===== src/hw/rtl/lcdseq_pkg.sv =====
// ----------------------------------------------------------------------------
// lcdseq_pkg
// Shared types, codes and constants of the 4-bit character LCD write
// sequencer: transaction payloads, controller/datapath command bundle,
// mode, register and phase codes, tick reset values.
// ----------------------------------------------------------------------------
package lcdseq_pkg;

   // Width of every tick count (configuration registers and phase hold).
   localparam int HOLD_BITS = 20;

   localparam int CSR_IDX_BITS = 3;

   // Reset values of the tick registers.
   localparam logic [HOLD_BITS-1:0] SETUP_TICKS_RST      = HOLD_BITS'(320);
   localparam logic [HOLD_BITS-1:0] PULSE_TICKS_RST      = HOLD_BITS'(2200);
   localparam logic [HOLD_BITS-1:0] GAP_TICKS_RST        = HOLD_BITS'(90);
   localparam logic [HOLD_BITS-1:0] EXEC_TICKS_RST       = HOLD_BITS'(92000);
   localparam logic [HOLD_BITS-1:0] POWERUP_TICKS_RST    = HOLD_BITS'(120000);
   localparam logic [HOLD_BITS-1:0] INIT_PULSE_TICKS_RST = HOLD_BITS'(120);

   // Configuration register indexes.
   typedef enum logic [CSR_IDX_BITS-1:0] {
      CSR_SETUP_TICKS      = 3'd0,
      CSR_PULSE_TICKS      = 3'd1,
      CSR_GAP_TICKS        = 3'd2,
      CSR_EXEC_TICKS       = 3'd3,
      CSR_POWERUP_TICKS    = 3'd4,
      CSR_INIT_PULSE_TICKS = 3'd5
   } csr_idx_type;

   // Request modes.
   typedef enum logic [2:0] {
      MODE_CMD   = 3'd0,
      MODE_DATA  = 3'd1,
      MODE_GOTO  = 3'd2,
      MODE_INIT  = 3'd3,
      MODE_GLYPH = 3'd4
   } mode_type;

   // Controller states.
   typedef enum logic [1:0] {
      ST_IDLE    = 2'd0,
      ST_POWERUP = 2'd1,
      ST_BYTE    = 2'd2,
      ST_PULSE   = 2'd3
   } state_type;

   // Kind of phase the datapath builds.
   typedef enum logic [1:0] {
      KIND_POWERUP = 2'd0,
      KIND_BYTE    = 2'd1,
      KIND_PULSE   = 2'd2
   } kind_type;

   // Phase positions inside one byte write.
   localparam logic [2:0] PH_HI_SETUP = 3'd0;
   localparam logic [2:0] PH_HI_PULSE = 3'd1;
   localparam logic [2:0] PH_HI_GAP   = 3'd2;
   localparam logic [2:0] PH_LO_SETUP = 3'd3;
   localparam logic [2:0] PH_LO_PULSE = 3'd4;
   localparam logic [2:0] PH_LO_EXEC  = 3'd5;

   // Byte positions with a meaning of their own.
   localparam logic [3:0] BYTE_FIRST      = 4'd0;
   localparam logic [3:0] BYTE_AFTER_WAKE = 4'd1;
   localparam logic [3:0] BYTE_LAST_ONE   = 4'd0;
   localparam logic [3:0] BYTE_LAST_INIT  = 4'd4;
   localparam logic [3:0] BYTE_LAST_GLYPH = 4'd9;

   // Display command bytes.
   localparam logic [7:0] LCD_WAKE      = 8'h03;
   localparam logic [7:0] LCD_FUNC_SET  = 8'h28;
   localparam logic [7:0] LCD_DISP_ON   = 8'h0C;
   localparam logic [7:0] LCD_ENTRY     = 8'h06;
   localparam logic [7:0] LCD_CLEAR     = 8'h01;
   localparam logic [7:0] LCD_SET_DDRAM = 8'h80;
   localparam logic [7:0] LCD_SET_CGRAM = 8'h40;
   localparam logic [3:0] LCD_WAKE_NIB  = 4'h3;

   typedef struct packed {
      logic [2:0]  mode;
      logic [7:0]  byte_value;
      logic [5:0]  column;
      logic [1:0]  row;
      logic [2:0]  glyph_slot;
      logic [63:0] glyph_rows;
   } req_type;

   typedef struct packed {
      logic                 reg_select;
      logic                 enable;
      logic [3:0]           data_nibble;
      logic [HOLD_BITS-1:0] hold_ticks;
      logic                 last;
   } rsp_type;

   // Controller to datapath.
   typedef struct packed {
      logic       load;
      logic       emit;
      kind_type   kind;
      logic [2:0] phase;
      logic [3:0] byte_idx;
      logic       last;
   } cmd_type;

   // Datapath to controller.
   typedef struct packed {
      logic out_free;
   } sts_type;

   // Index of the final byte of a request.
   function automatic logic [3:0] last_byte(input mode_type mode);
      logic [3:0] idx;
      case (mode)
         MODE_INIT:  idx = BYTE_LAST_INIT;
         MODE_GLYPH: idx = BYTE_LAST_GLYPH;
         default:    idx = BYTE_LAST_ONE;
      endcase
      return idx;
   endfunction

   // Init bytes: wake byte first, then the four setup commands.
   function automatic logic [7:0] init_byte(input logic [3:0] idx);
      logic [7:0] b;
      case (idx)
         4'd0:    b = LCD_WAKE;
         4'd1:    b = LCD_FUNC_SET;
         4'd2:    b = LCD_DISP_ON;
         4'd3:    b = LCD_ENTRY;
         default: b = LCD_CLEAR;
      endcase
      return b;
   endfunction

endpackage


===== src/hw/rtl/lcdseq_ctrl.sv =====
// ----------------------------------------------------------------------------
// lcdseq_ctrl
// Sequencing state machine: walks power-up wait, byte phases and bare init
// pulses, and issues one phase command per cycle while the output is free.
// ----------------------------------------------------------------------------
module lcdseq_ctrl (
   input  logic                 clock,
   input  logic                 reset,
   input  logic                 req_valid,
   input  logic [2:0]           req_mode,
   output logic                 req_stall,
   input  lcdseq_pkg::sts_type  sts,
   output lcdseq_pkg::cmd_type  cmd,
   output lcdseq_pkg::state_type state
);

   lcdseq_pkg::state_type state_ff, state_in;
   lcdseq_pkg::mode_type  mode_ff, mode_in;
   logic [2:0]            phase_ff, phase_in;
   logic [3:0]            byte_ff, byte_in;
   logic                  accept;

   assign req_stall = reset || (state_ff != lcdseq_pkg::ST_IDLE);
   assign accept    = req_valid && !req_stall;
   assign state     = state_ff;

   // next state and counters
   always_comb begin
      state_in = state_ff;
      mode_in  = mode_ff;
      phase_in = phase_ff;
      byte_in  = byte_ff;
      case (state_ff)
         lcdseq_pkg::ST_IDLE: begin
            if (accept) begin
               mode_in  = lcdseq_pkg::mode_type'(req_mode);
               phase_in = lcdseq_pkg::PH_HI_SETUP;
               byte_in  = lcdseq_pkg::BYTE_FIRST;
               case (lcdseq_pkg::mode_type'(req_mode))
                  lcdseq_pkg::MODE_CMD, lcdseq_pkg::MODE_DATA,
                  lcdseq_pkg::MODE_GOTO, lcdseq_pkg::MODE_GLYPH:
                     state_in = lcdseq_pkg::ST_BYTE;
                  lcdseq_pkg::MODE_INIT:
                     state_in = lcdseq_pkg::ST_POWERUP;
                  default:
                     state_in = lcdseq_pkg::ST_IDLE;  // unused mode: dropped
               endcase
            end
         end
         lcdseq_pkg::ST_POWERUP: begin
            if (sts.out_free) begin
               state_in = lcdseq_pkg::ST_BYTE;
            end
         end
         lcdseq_pkg::ST_BYTE: begin
            if (sts.out_free) begin
               if (phase_ff == lcdseq_pkg::PH_LO_EXEC) begin
                  phase_in = lcdseq_pkg::PH_HI_SETUP;
                  if (byte_ff == lcdseq_pkg::last_byte(mode_ff)) begin
                     state_in = lcdseq_pkg::ST_IDLE;
                  end else if (mode_ff == lcdseq_pkg::MODE_INIT &&
                               byte_ff == lcdseq_pkg::BYTE_FIRST) begin
                     state_in = lcdseq_pkg::ST_PULSE;
                  end else begin
                     byte_in = byte_ff + 4'd1;
                  end
               end else begin
                  phase_in = phase_ff + 3'd1;
               end
            end
         end
         lcdseq_pkg::ST_PULSE: begin
            if (sts.out_free) begin
               if (phase_ff == lcdseq_pkg::PH_LO_EXEC) begin
                  phase_in = lcdseq_pkg::PH_HI_SETUP;
                  byte_in  = lcdseq_pkg::BYTE_AFTER_WAKE;
                  state_in = lcdseq_pkg::ST_BYTE;
               end else begin
                  phase_in = phase_ff + 3'd1;
               end
            end
         end
         default: state_in = lcdseq_pkg::ST_IDLE;
      endcase
   end

   // command outputs
   always_comb begin
      cmd          = '0;
      cmd.load     = accept;
      cmd.phase    = phase_ff;
      cmd.byte_idx = byte_ff;
      case (state_ff)
         lcdseq_pkg::ST_POWERUP: begin
            cmd.emit = sts.out_free;
            cmd.kind = lcdseq_pkg::KIND_POWERUP;
         end
         lcdseq_pkg::ST_BYTE: begin
            cmd.emit = sts.out_free;
            cmd.kind = lcdseq_pkg::KIND_BYTE;
            cmd.last = (phase_ff == lcdseq_pkg::PH_LO_EXEC) &&
                       (byte_ff == lcdseq_pkg::last_byte(mode_ff));
         end
         lcdseq_pkg::ST_PULSE: begin
            cmd.emit = sts.out_free;
            cmd.kind = lcdseq_pkg::KIND_PULSE;
         end
         default: cmd.kind = lcdseq_pkg::KIND_BYTE;
      endcase
   end

   always_ff @(posedge clock) begin
      if (reset) begin
         state_ff <= lcdseq_pkg::ST_IDLE;
         mode_ff  <= lcdseq_pkg::MODE_CMD;
         phase_ff <= lcdseq_pkg::PH_HI_SETUP;
         byte_ff  <= lcdseq_pkg::BYTE_FIRST;
      end else begin
         state_ff <= state_in;
         mode_ff  <= mode_in;
         phase_ff <= phase_in;
         byte_ff  <= byte_in;
      end
   end

endmodule


===== src/hw/rtl/lcdseq_dpath.sv =====
// ----------------------------------------------------------------------------
// lcdseq_dpath
// Request and tick registers, phase builder and the registered result
// stage. Byte, nibble, enable level and hold are picked per phase command.
// ----------------------------------------------------------------------------
module lcdseq_dpath (
   input  logic                                 clock,
   input  logic                                 reset,
   input  lcdseq_pkg::req_type                  req_payload,
   input  logic                                 csr_wr_en,
   input  logic [lcdseq_pkg::CSR_IDX_BITS-1:0]  csr_index,
   input  logic [lcdseq_pkg::HOLD_BITS-1:0]     csr_wdata,
   input  lcdseq_pkg::cmd_type                  cmd,
   output lcdseq_pkg::sts_type                  sts,
   output logic                                 rsp_valid,
   input  logic                                 rsp_stall,
   output lcdseq_pkg::rsp_type                  rsp_payload
);

   localparam int HB = lcdseq_pkg::HOLD_BITS;

   lcdseq_pkg::req_type req_ff, req_in;
   logic [HB-1:0] setup_ff, setup_in;
   logic [HB-1:0] pulse_ff, pulse_in;
   logic [HB-1:0] gap_ff, gap_in;
   logic [HB-1:0] exec_ff, exec_in;
   logic [HB-1:0] powerup_ff, powerup_in;
   logic [HB-1:0] ipulse_ff, ipulse_in;
   logic                 rsp_valid_ff, rsp_valid_in;
   lcdseq_pkg::rsp_type  rsp_ff, rsp_in, phase_rsp;
   logic [7:0]           cur_byte;
   logic                 cur_rs;
   logic [2:0]           row_sel;
   logic [7:0]           goto_cmd;

   assign sts.out_free = !rsp_valid_ff || !rsp_stall;
   assign rsp_valid    = rsp_valid_ff;
   assign rsp_payload  = rsp_ff;

   assign req_in = cmd.load ? req_payload : req_ff;

   // tick registers
   always_comb begin
      setup_in   = setup_ff;
      pulse_in   = pulse_ff;
      gap_in     = gap_ff;
      exec_in    = exec_ff;
      powerup_in = powerup_ff;
      ipulse_in  = ipulse_ff;
      if (csr_wr_en) begin
         case (lcdseq_pkg::csr_idx_type'(csr_index))
            lcdseq_pkg::CSR_SETUP_TICKS:      setup_in   = csr_wdata;
            lcdseq_pkg::CSR_PULSE_TICKS:      pulse_in   = csr_wdata;
            lcdseq_pkg::CSR_GAP_TICKS:        gap_in     = csr_wdata;
            lcdseq_pkg::CSR_EXEC_TICKS:       exec_in    = csr_wdata;
            lcdseq_pkg::CSR_POWERUP_TICKS:    powerup_in = csr_wdata;
            lcdseq_pkg::CSR_INIT_PULSE_TICKS: ipulse_in  = csr_wdata;
            default: ;  // unmapped index
         endcase
      end
   end

   // DDRAM address: 0x80 + (row-1)*0x40 + column-1, mod 256
   assign goto_cmd = lcdseq_pkg::LCD_SET_DDRAM + {2'(req_ff.row - 2'd1), 6'd0}
                     + {2'd0, req_ff.column} - 8'd1;
   assign row_sel  = 3'(cmd.byte_idx - 4'd1);

   // byte and register select for the current byte position
   always_comb begin
      cur_byte = req_ff.byte_value;
      cur_rs   = 1'b0;
      case (lcdseq_pkg::mode_type'(req_ff.mode))
         lcdseq_pkg::MODE_DATA: cur_rs = 1'b1;
         lcdseq_pkg::MODE_GOTO: cur_byte = goto_cmd;
         lcdseq_pkg::MODE_INIT: cur_byte = lcdseq_pkg::init_byte(cmd.byte_idx);
         lcdseq_pkg::MODE_GLYPH: begin
            if (cmd.byte_idx == lcdseq_pkg::BYTE_FIRST) begin
               cur_byte = lcdseq_pkg::LCD_SET_CGRAM | {2'd0, req_ff.glyph_slot, 3'd0};
            end else if (cmd.byte_idx == lcdseq_pkg::BYTE_LAST_GLYPH) begin
               cur_byte = lcdseq_pkg::LCD_SET_DDRAM;
            end else begin
               cur_byte = req_ff.glyph_rows[8*row_sel +: 8];
               cur_rs   = 1'b1;
            end
         end
         default: ;  // command byte as given
      endcase
   end

   // phase fields
   always_comb begin
      phase_rsp      = '0;
      phase_rsp.last = cmd.last;
      case (cmd.kind)
         lcdseq_pkg::KIND_POWERUP: phase_rsp.hold_ticks = powerup_ff;
         lcdseq_pkg::KIND_PULSE: begin
            // even positions are enable high, odd enable low
            phase_rsp.enable      = ~cmd.phase[0];
            phase_rsp.data_nibble = lcdseq_pkg::LCD_WAKE_NIB;
            phase_rsp.hold_ticks  = ipulse_ff;
         end
         default: begin
            phase_rsp.reg_select  = cur_rs;
            phase_rsp.data_nibble = (cmd.phase < lcdseq_pkg::PH_LO_SETUP) ?
                                    cur_byte[7:4] : cur_byte[3:0];
            case (cmd.phase)
               lcdseq_pkg::PH_HI_SETUP: phase_rsp.hold_ticks = setup_ff;
               lcdseq_pkg::PH_HI_PULSE: begin
                  phase_rsp.enable     = 1'b1;
                  phase_rsp.hold_ticks = pulse_ff;
               end
               lcdseq_pkg::PH_HI_GAP:   phase_rsp.hold_ticks = gap_ff;
               lcdseq_pkg::PH_LO_SETUP: phase_rsp.hold_ticks = setup_ff;
               lcdseq_pkg::PH_LO_PULSE: begin
                  phase_rsp.enable     = 1'b1;
                  phase_rsp.hold_ticks = pulse_ff;
               end
               default:                 phase_rsp.hold_ticks = exec_ff;
            endcase
         end
      endcase
   end

   // result stage
   always_comb begin
      rsp_in       = rsp_ff;
      rsp_valid_in = rsp_valid_ff;
      if (cmd.emit) begin
         rsp_in       = phase_rsp;
         rsp_valid_in = 1'b1;
      end else if (!rsp_stall) begin
         rsp_valid_in = 1'b0;
      end
   end

   always_ff @(posedge clock) begin
      if (reset) begin
         rsp_valid_ff <= 1'b0;
         setup_ff     <= lcdseq_pkg::SETUP_TICKS_RST;
         pulse_ff     <= lcdseq_pkg::PULSE_TICKS_RST;
         gap_ff       <= lcdseq_pkg::GAP_TICKS_RST;
         exec_ff      <= lcdseq_pkg::EXEC_TICKS_RST;
         powerup_ff   <= lcdseq_pkg::POWERUP_TICKS_RST;
         ipulse_ff    <= lcdseq_pkg::INIT_PULSE_TICKS_RST;
      end else begin
         rsp_valid_ff <= rsp_valid_in;
         setup_ff     <= setup_in;
         pulse_ff     <= pulse_in;
         gap_ff       <= gap_in;
         exec_ff      <= exec_in;
         powerup_ff   <= powerup_in;
         ipulse_ff    <= ipulse_in;
      end
   end

   always_ff @(posedge clock) begin
      req_ff <= req_in;
      rsp_ff <= rsp_in;
   end

endmodule


===== src/hw/rtl/char_lcd_nibble_write_sequencer.sv =====
// ----------------------------------------------------------------------------
// char_lcd_nibble_write_sequencer
// Turns LCD requests (command, data, goto, init, glyph definition) into
// timed 4-bit bus phases, one result transaction per phase.
// ----------------------------------------------------------------------------
//
//  channel  | ports                           | direction | flow
//  ---------+---------------------------------+-----------+------------------
//  request  | req_valid, req_stall, req_payload | in      | valid / stall
//  result   | rsp_valid, rsp_stall, rsp_payload | out     | valid / stall
//  csr      | csr_wr_en, csr_index, csr_wdata | in        | write only
//
//  Phases: a request makes N phases (N = 6 for a byte, 37 for init, 60 for
//  a glyph), and rsp_stall holds the sequence while the result register is
//  full; an unused mode is taken and yields nothing. The phase counter of
//  the controller emits at most one phase per cycle into the result register.
//  A new request is taken once the final phase sits in the result register.
//  Reset is synchronous and active high; req_stall is held high during it,
//  and the tick registers return to their default values.
//
module char_lcd_nibble_write_sequencer (
   input  logic                                 clock,
   input  logic                                 reset,
   // request transactions
   input  logic                                 req_valid,
   output logic                                 req_stall,
   input  lcdseq_pkg::req_type                  req_payload,
   // result transactions, one per bus phase
   output logic                                 rsp_valid,
   input  logic                                 rsp_stall,
   output lcdseq_pkg::rsp_type                  rsp_payload,
   // tick register writes
   input  logic                                 csr_wr_en,
   input  logic [lcdseq_pkg::CSR_IDX_BITS-1:0]  csr_index,
   input  logic [lcdseq_pkg::HOLD_BITS-1:0]     csr_wdata
);

   lcdseq_pkg::cmd_type   cmd;     // phase command from controller
   lcdseq_pkg::sts_type   sts;     // output stage status back
   lcdseq_pkg::state_type state;

   // Controller: owns the request handshake and the phase/byte counters.
   lcdseq_ctrl u_ctrl (
      .clock     (clock),
      .reset     (reset),
      .req_valid (req_valid),
      .req_mode  (req_payload.mode),
      .req_stall (req_stall),
      .sts       (sts),
      .cmd       (cmd),
      .state     (state)
   );

   // Datapath: request capture, tick registers, phase build, result stage.
   lcdseq_dpath u_dpath (
      .clock       (clock),
      .reset       (reset),
      .req_payload (req_payload),
      .csr_wr_en   (csr_wr_en),
      .csr_index   (csr_index),
      .csr_wdata   (csr_wdata),
      .cmd         (cmd),
      .sts         (sts),
      .rsp_valid   (rsp_valid),
      .rsp_stall   (rsp_stall),
      .rsp_payload (rsp_payload)
   );

   // A phase is only issued when the result register can take it.
   a_emit_when_free: assert property (@(posedge clock) disable iff (reset)
      cmd.emit |-> sts.out_free)
      else $error("phase issued while result register blocked");

   // New requests are only taken when no non-final phase is pending.
   a_idle_only_after_last: assert property (@(posedge clock) disable iff (reset)
      !req_stall |-> (!rsp_valid || rsp_payload.last))
      else $error("request taken with phases of previous one pending");

   // Phase counter never leaves the six positions of a byte.
   a_phase_range: assert property (@(posedge clock) disable iff (reset)
      cmd.phase <= lcdseq_pkg::PH_LO_EXEC)
      else $error("phase counter out of range");

   // The final phase goes out only on the way back to idle.
   a_last_ends_request: assert property (@(posedge clock) disable iff (reset)
      (cmd.emit && cmd.last) |=> (state == lcdseq_pkg::ST_IDLE))
      else $error("final phase issued without returning to idle");

endmodule


===== config.mk =====
export PLATFORM = sky130hd
export DESIGN_NAME = char_lcd_nibble_write_sequencer
export DESIGN_NICKNAME = d
export VERILOG_FILES = /design/src/hw/rtl/lcdseq_pkg.sv /design/src/hw/rtl/lcdseq_ctrl.sv /design/src/hw/rtl/lcdseq_dpath.sv /design/src/hw/rtl/char_lcd_nibble_write_sequencer.sv
export SDC_FILE = /design/constraint.sdc
export NUM_CORES = 1
export LEC_CHECK = 0
export ABC_AREA = 1
export BUFFER_PORTS_ARGS = -buffer_cell sky130_fd_sc_hd__buf_2
export CORE_MARGIN = 2
export CORE_UTILIZATION = 40
export DETAILED_ROUTE_END_ITERATION = 10
export SLEW_MARGIN = 10
export SYNTH_ARGS = -nofsm -noshare
export SYNTH_HDL_FRONTEND = slang
export SYNTH_HIERARCHICAL = 1
export SYNTH_SLANG_ARGS = --single-unit

===== constraint.sdc =====
create_clock -name clock -period 3.3 [get_ports clock]
set_input_delay 0.66 -clock clock [delete_from_list [all_inputs] [get_ports clock]]
set_output_delay 0.66 -clock clock [all_outputs]
set_load 0.02 [all_outputs]

==> impl_metrics.json <==
{
  "status": "finished clean",
  "post_cts_buffers": 0,
  "vias": 8816,
  "drc": 0,
  "yosysTopAreaCell": "edfxtp_1",
  "crit_arrival_ps": 2630,
  "dr.pass1.iters": 5,
  "clk_latency_ps": 530,
  "cts.sinks": 246,
  "finalPower_mw": 8.592,
  "hold-worst-slack_ps": 298.7,
  "area.sequential_um2": 6056,
  "synth_common_cells": "nand2_1 (309), nor2_1 (222), dfxtp_1 (133)",
  "synthCells": 1252,
  "nFillCells": 2558,
  "power_density_nw_per_um2": 689.8,
  "p_leak_nw": 5.402,
  "synth_area_leaders": "edfxtp_1 (32%), dfxtp_1 (25%), nand2_1 (11%)",
  "track_usage_pct": 20.75,
  "ioPinCount": 143,
  "gp_congestion": 0.8278,
  "htree_levels": 1,
  "root_buffer": "clkbuf_16",
  "criticalPathCategory": "flip-flop to flip-flop",
  "start_util_pct": 40.55,
  "syn_area_um2": 10540,
  "cts_tree": "built",
  "place_hpwl_um": 18600,
  "totalWireLength_um": 29150,
  "syn_area_per_cell_um2": 8.417,
  "ys_types": 38,
  "routedWlPerCell_um": 16.78,
  "max_cap_viol_count": 0,
  "nNetsFinal": 1501,
  "vias_per_cell": 5.075,
  "cts_inserted_buffers": 27,
  "synth_seq_cells": 246,
  "worstPathRequired_ps": 3600,
  "multiInputGateArea_um2": 3876,
  "clock_skew_ps": 13.88,
  "clockBufferDepth": 3,
  "setup.worst_path.end_class": "flip-flop",
  "postLayoutCoreUtil_pct": 47.93,
  "timing.fmax_mhz": 429.2,
  "setup_viol": 0,
  "finalCriticalPeriod_ps": 2330,
  "synthArstFlopShare_pct": 0,
  "portBuffers": 142,
  "synth_top_cell_area_share_pct": 32.20,
  "grt_pass1_vias": 8461,
  "synth_edf_count": 113,
  "final_layout_size_suffix_gt1_share_pct": 16.38,
  "grt_max_degree": 121,
  "critPathMaxFanout": 18,
  "maxSlewHeadroom_pct": 28.02,
  "rsz0062_at_grt": "false",
  "drtIter0Drc": 837,
  "die_y_um": 166.3,
  "clkTransAtPathRegs_ps": 60,
  "grt_pass1_wl_um": 46430,
  "worst_slew_pin_slew_ps": 1076,
  "hold_path.class": "input pin to flip-flop",
  "tns_ps": 0,
  "ys_seq_area_share_pct": 57.47,
  "dieArea_um2": 27660,
  "finalHoldViolCount": 0,
  "core_area_um2": 25980,
  "area_growth_pct": 18.20,
  "synth_nets": 1375,
  "cp-start-kind": "flip-flop",
  "yosysWarnings": 6,
  "die-width_um": 166.3,
  "peakVddDrop_mv": 0.5265,
  "synth_flop_cell": "dfxtp_1",
  "ctsResizeCount": 0,
  "ant_nets": 0,
  "num_rows": 59,
  "fin_crit_sh_pct": 70.61,
  "slew_viol_final": 0,
  "synth_most_common_cell": "nand2_1",
  "hold_buffers": 0,
  "grt-ovfl-total": 0,
  "grt_antenna_before_repair": 3
}
## worst max-delay path, stage by stage (launching register included)
cell and delay [ps]:
dfxtp_1 430, inv_1 130, ha_1 300, buf_4 210, inv_1 340, nand3_1 130, nand3_1 120, nand2_1 80
nand2_1 60, nand2_1 50, nand2_1 70, nand3_1 60, nand2_1 70, inv_1 30
## power by group
| group | leakage (nW) | total, mW | internal (mW) | switching, mW |
|---|---|---|---|---|
| Sequential | 2.14 | 3.79 | 3.63 | 0.158 |
| Clock | 0.437 | 2.99 | 1.76 | 1.22 |
| Combinational | 2.82 | 1.82 | 0.521 | 1.29 |
| Total | 5.40 | 8.59 | 5.92 | 2.67 |
## kinds of logic after synthesis
| logic type | share of synthesized area [%] |
|---|---|
| and+or+nand+nor | 25.96 |
| DFF | 57.47 |
| AOI/OAI and AO/OA | 9.119 |
| buffers and inverters | 5.878 |
| adders and majority gates | 1.069 |
| xor gates and xnor gates | 0.4156 |
| muxes | 0.09499 |
## placed cells by master, fill, tap and decap left out, types with 9 or more instances in the layout
cell type / count
a21oi_1: 35
buf_2: 142
buf_4: 13
clkbuf_16: 28
dfxtp_1: 133
edfxtp_1: 113
ha_1: 9
inv_1: 81
nand2_1: 309
nand3_1: 101
nand4_1: 13
nor2_1: 221
o2111ai_1: 12
o21ai_0: 118
## through the flow
step	instance area, µm²	setup slack [ps]	instances
2_1_floorplan	10540	902.0	1252
5_1_grt	12450	641.6	1734
3_3_place_gp	11560	905.8	1684
3_5_place_dp	11560	925.6	1684
6_report	12460	970.0	1737
4_1_cts	12450	953.2	1733
## sequential cells by signal, indices dropped and copies added, names as in the netlist
register             flops
u_dpath/pulse_ff        20
u_ctrl/mode_ff           3
u_dpath/setup_ff        20
u_dpath/req_ff          86
u_dpath/gap_ff          20
u_ctrl/phase_ff          3
u_ctrl/byte_ff           4
u_dpath/powerup_ff      20
u_dpath/rsp_payload     27
u_dpath/exec_ff         20
u_ctrl/state             2
u_dpath/rsp_valid        1
u_dpath/ipulse_ff       20
## layer usage
metal / vias to the layer above / part of all wire [%] / track usage, %
li1: 4364 / - / -
met1: 4155 / 45 / 28.53
met2: 250 / 47 / 34.35
met3: 47 / 5.6 / 3.313
met4: 0 / 2.4 / 5.360
met5: - / 0 / 0
## layout make-up
class,count,area share [%]
Multi-Input combinational cell,854,31.12
Timing Repair Buffer,158,6.971
Tap cell,335,3.365
Sequential cell,246,48.62
Clock buffer,33,6.017
Clock inverter,16,1.075
Antenna cell,4,0.08036
Inverter,91,2.752
## final timing paths
| path | depth (start not counted) | end | startpoint | slack, ps |
|---|---|---|---|---|
| worst min register to register | 2 | u_dpath/exec_ff[17] | u_dpath/exec_ff[17] | 450 |
| worst max register to register | 13 | u_dpath/rsp_payload[23] | u_ctrl/byte_ff[1] | 970 |
| worst min-delay path | 1 | u_dpath/req_ff[45] | req_payload[45] | 300 |
| worst max-delay path | 13 | u_dpath/rsp_payload[23] | u_ctrl/byte_ff[1] | 970 |
(Power assumes the default switching activity.)
